File: config.mk
export PLATFORM = sky130hd
export DESIGN_NAME = msp_cell
export DESIGN_NICKNAME = d
export VERILOG_FILES = /design/src/hdl/msp_pkg.sv /design/src/hdl/msp_cell.sv
export SDC_FILE = /design/constraint.sdc
export NUM_CORES = 1
export LEC_CHECK = 0
export BUFFER_PORTS_ARGS = -buffer_cell sky130_fd_sc_hd__buf_2
export CELL_PAD_IN_SITES_DETAIL_PLACEMENT = 1
export CELL_PAD_IN_SITES_GLOBAL_PLACEMENT = 1
export CORE_ASPECT_RATIO = 1.75
export CORE_MARGIN = 5
export CORE_UTILIZATION = 30
export DETAILED_ROUTE_END_ITERATION = 8
export MAX_ROUTING_LAYER = met4
export PLACE_DENSITY = 0.7
export SYNTH_ARGS = -nofsm -noshare
export SYNTH_HDL_FRONTEND = slang
export SYNTH_SLANG_ARGS = --single-unit
File: constraint.sdc
create_clock -name clk -period 1.9 [get_ports clk]
set_input_delay 0.19 -clock clk [delete_from_list [all_inputs] [get_ports clk]]
set_output_delay 0.19 -clock clk [all_outputs]
set_load 0.05 [all_outputs]
File: src/hdl/msp_pkg.sv
// shared types and constants for the min path sum block
// no dependencies
package msp_pkg;

	localparam int MAX_ROWS = 64;
	localparam int ROW_W    = (MAX_ROWS > 1) ? $clog2(MAX_ROWS) : 1;
	localparam int RCNT_W   = 7;
	localparam int EFF_W    = (RCNT_W > ROW_W + 1) ? RCNT_W : ROW_W + 1;
	localparam int CELL_W   = 16;
	localparam int COST_W   = 32;
	localparam int SUM_W    = COST_W + 2;
	localparam int PADDR_W  = 3;
	localparam int PDATA_W  = 32;

	// register index taken from paddr above the byte offset
	localparam logic REG_ROW_COUNT = 1'b0;

	typedef logic signed [CELL_W-1:0] cell_t;
	typedef logic signed [COST_W-1:0] cost_t;

	// broadcast control for the row of cells
	typedef struct packed {
		logic             wr;
		logic [ROW_W-1:0] row;
		cost_t            cost;
		logic             col_end;
		logic             load;
		logic             shift;
	} msp_ctl_t;

endpackage

File: src/hdl/msp_cell.sv
// one row cell: previous and current column cost plus one tap of the read window
// depends on msp_pkg
module msp_cell (
	input  logic                    clk,
	input  logic [msp_pkg::ROW_W-1:0] idx,
	input  msp_pkg::msp_ctl_t       ctl,
	input  msp_pkg::cost_t          win_in,
	output msp_pkg::cost_t          win_out
);
	import msp_pkg::*;

	cost_t prev_q;
	cost_t cur_q;
	cost_t win_q;
	cost_t cur_d;
	cost_t prev_d;

	always_comb begin
		cur_d  = (ctl.wr && (ctl.row == idx)) ? ctl.cost : cur_q;
		prev_d = ctl.col_end ? cur_d : prev_q;
	end

	// window tap holds prev of (head row + own index)
	always_ff @(posedge clk) begin
		cur_q  <= cur_d;
		prev_q <= prev_d;
		if (ctl.load) begin
			win_q <= prev_d;
		end else if (ctl.shift) begin
			win_q <= win_in;
		end
	end

	assign win_out = win_q;

endmodule

Word level (Yosys, flattened, before mapping)
Index checks and enable logic that the tools add are counted.
Operators by class
  equal/unequal tests: 1
  mux-type cells: 4
  reduce and logical (&&, ||, !) cells: 2
Operators with widths (count)
  32-bit 2-to-1 mux: 4
  6-bit == test: 1
  2-bit nonzero test: 1
  1-bit logical AND: 1
Word-level totals
  bits in registers: 96
  output and inout bits: 32
  word-level logic and storage cells: 10

Depth between registers and ports, before layout
  word-level depth: 5
  mapped depth: 7

Least setup slack after synthesis
Ideal clock, no wire load.
  path type: input-to-reg
  start point: in idx[1] in the netlist's numbering
  end point: reg prev_q[0]
  setup time: 0.119 ns
  data arrival time: 1.756 ns
  data required time: 1.781 ns
  path slack: 0.025 ns
  stages on the path: 7
  cells stage by stage: xor2_1 or4b_1 buf_2 or3_1 buf_2 buf_6 o221a_1
Between the ends
  longest elaborated chain between the ends: 4
RTL lines
  start: declaration: RTL line msp_cell.sv:5  | input logic [msp_pkg::ROW_W-1:0] idx,
  6-bit == test: RTL line msp_cell.sv:19  | cur_d = (ctl.wr && (ctl.row == idx)) ? ctl.cost : cur_q;
  1-bit logical AND: RTL line msp_cell.sv:19
  32-bit 2-to-1 mux: RTL line msp_cell.sv:19
  32-bit 2-to-1 mux: RTL line msp_cell.sv:20  | prev_d = ctl.col_end ? cur_d : prev_q;
  via prev_d[0]: RTL line msp_cell.sv:16  | cost_t prev_d;
  end signal: assignment: RTL line msp_cell.sv:26  | prev_q <= prev_d;
  end: declaration: RTL line msp_cell.sv:12  | cost_t prev_q;
The timed path passes the listed nets, and every way through them passes these cells.
A chain may end at the register's enable or synchronous reset.

Worst setup path in the final report
Same ends and word-level chain as after synthesis.

==> impl_metrics.env <==
export IMPL_track_usage=0.174
export IMPL_start_util=0.305
export IMPL_max_freq_mhz=587
export IMPL_syn_area_sq_um=4240
export IMPL_cts_buffer_depth=2
export IMPL_maxSlewHeadroom=0.412
export IMPL_setup_viol=0
export IMPL_tritoncts="built"
export IMPL_netlist_top_cells_count="dfxtp_1 (64), a31oi_1 (33), nand2_1 (33), o21ai_0 (33)"
export IMPL_end_kind="flop"
export IMPL_die_w_um=99.9
export IMPL_cts_resized=0
export IMPL_wl_mm=14.2
export IMPL_antenna_found_initial=0
export IMPL_syn_area_per_cell_sq_um=10.4
export IMPL_syn_num_nets=487
export IMPL_vdd_ir_drop_worst_uv=501
export IMPL_core_sq_um=13900
export IMPL_synth_edf_count=32
export IMPL_fin_crit_sh=0.896
export IMPL_synth_sequential_area_ratio=0.529
export IMPL_n_antenna_cell=0
export IMPL_row_count=57
export IMPL_route_detailed_drc=0
export IMPL_fp_dieH_um=167
export IMPL_outcome="complete, no violations"
export IMPL_finClkSkew_ps=6.44
export IMPL_critical_path_startpoint_type="input pin"
export IMPL_crit_type="in -> reg"
export IMPL_cts_buffers=9
export IMPL_ys_top_cells_by_area="dfxtp_1 (30%), edfxtp_1 (23%), o221a_1 (8.2%)"
export IMPL_p_leak_uw=0.00247
export IMPL_rsz0062_at_grt="false"
export IMPL_cts_hold_fix_buffers=0
export IMPL_via_per_inst=5.34
export IMPL_grt_max_degree=33
export IMPL_fin_nets=599
export IMPL_gp_congestion=0.768
export IMPL_synth_largest_area_cell="dfxtp_1"
export IMPL_h_tree_depth=3
export IMPL_dr_first_iter_drc_count=211
export IMPL_synth_most_common_cell="dfxtp_1"
export IMPL_ys_async_sr_fraction=0
export IMPL_power_density_nw_per_um2=1060
export IMPL_area_growth_pct=27.8
export IMPL_io_pins=113
export IMPL_clock_sinks=96
export IMPL_synth_warnings=0
export IMPL_grt_pass1_vias=4038
export IMPL_die_area_sq_um=16700
export IMPL_cap_violations=0
export IMPL_io_buffers=112
export IMPL_yosysTopAreaCellShare=0.302
export IMPL_required_ps=2120
export IMPL_overflow=0
export IMPL_dr_total_vias=3740
export IMPL_design_area_sq_um=5420
export IMPL_synth_flop_cell="dfxtp_1"
export IMPL_dp_hpwl_mm=9.99
export IMPL_clk_pin_slew_ps=70
export IMPL_dr_pass1_iters=4
export IMPL_setup_tns_ps=0
export IMPL_grt_pass1_wl_mm=21.9
export IMPL_root_buffer="clkbuf_16"
export IMPL_placed_area_sq_um=5100
export IMPL_tightest_slew_ps=881
export IMPL_crit_fanout=18
export IMPL_postCtsSetupRepairBufs=0
export IMPL_ys_types=24
export IMPL_antenna_left=0
export IMPL_arrival_ps=1930
export IMPL_hp_class="in -> reg"
export IMPL_n_fill_cell=1622
export IMPL_synth_seq_cells=96
export IMPL_clock_latency_ps=340
export IMPL_syn_instance_count=406
export IMPL_hold_viol_final=0
export IMPL_slew_violations=0
export IMPL_finalCriticalPeriod_ps=1700
export IMPL_drive_above_1_share=0.365
export IMPL_wl_per_cell_um=20.3
-- cells by family after synthesis --
group           share of synthesized area
compound gates                      0.171
xor+xnor                           0.0142
buf+inv                            0.0413
flops                               0.529
mux                                0.0732
simple gates                        0.172
-- per-stage QoR --
stage          worst slack [ps]  hold WS [ps]  std cells  total power [uW]   util
5_1_grt                     109           131        700              5990  0.390
6_report                    197           129        700              5750  0.390
3_3_place_gp               -106           471        684              3830  0.367
2_1_floorplan              24.9           364        406              3440      -
3_5_place_dp               -157           469        684              3890  0.367
4_1_cts                     196           123        700              5790  0.390
-- placed cells by master (no fill, tap or decap), types with 2 or more instances in the layout --
master	netlist	final
o221a_1	31	31
clkbuf_8	0	2
and3_1	32	32
or2_2	32	32
nand2_1	33	33
buf_4	0	25
buf_2	5	112
a31oi_1	33	33
dfxtp_1	64	64
edfxtp_1	32	32
o21ai_0	33	33
nand3_1	32	32
clkbuf_16	0	9
xor2_1	5	5
mux2i_1	31	31
buf_12	0	2
-- critical path, cell delays in order --
cell and delay [ps]:
buf_2 100, xor2_1 190, or4b_1 600, or3_1 350
buf_4 230, o221a_1 250
-- routing by layer --
| metal | share of wire | GRT usage |
|---|---|---|
| met1 | 0.38 | 0.191 |
| met2 | 0.56 | 0.320 |
| met3 | 0.037 | 0.0212 |
| met4 | 0.015 | 0.0547 |
| met5 | 0 | - |
-- final cells by class --
cell class	instances	area, sq um	area share
timing repair buffer	139	788	0.145
inverter	1	3.75	0.000693
clock buffer	11	253	0.0466
clock inverter	5	62.6	0.0115
tap	177	221	0.0409
sequential	96	2240	0.414
multi-input combinational	271	1850	0.341
-- power by group --
part           internal [uW]  switching, uW  total, uW  leakage (uW)
clock                   1100            792       1900      0.000154
combinational            466            789       1260       0.00145
sequential              2480            120       2600      0.000865
total                   4050           1700       5750       0.00247
-- state kept, by name (all words and copies together), names as in the netlist --
name,count
win_out,32
prev_q,32
cur_q,32
-- final timing paths --
check	start	slack (ps)	depth (start not counted)	end
setup / recovery	idx[1]	200	6	prev_q[0]
hold / removal	ctl[9]	130	2	prev_q[6]
setup reg to reg	prev_q[11]	800	3	win_out[11]
hold reg to reg	cur_q[7]	500	2	cur_q[7]
Note: power is estimated with default switching activity, not from simulation.
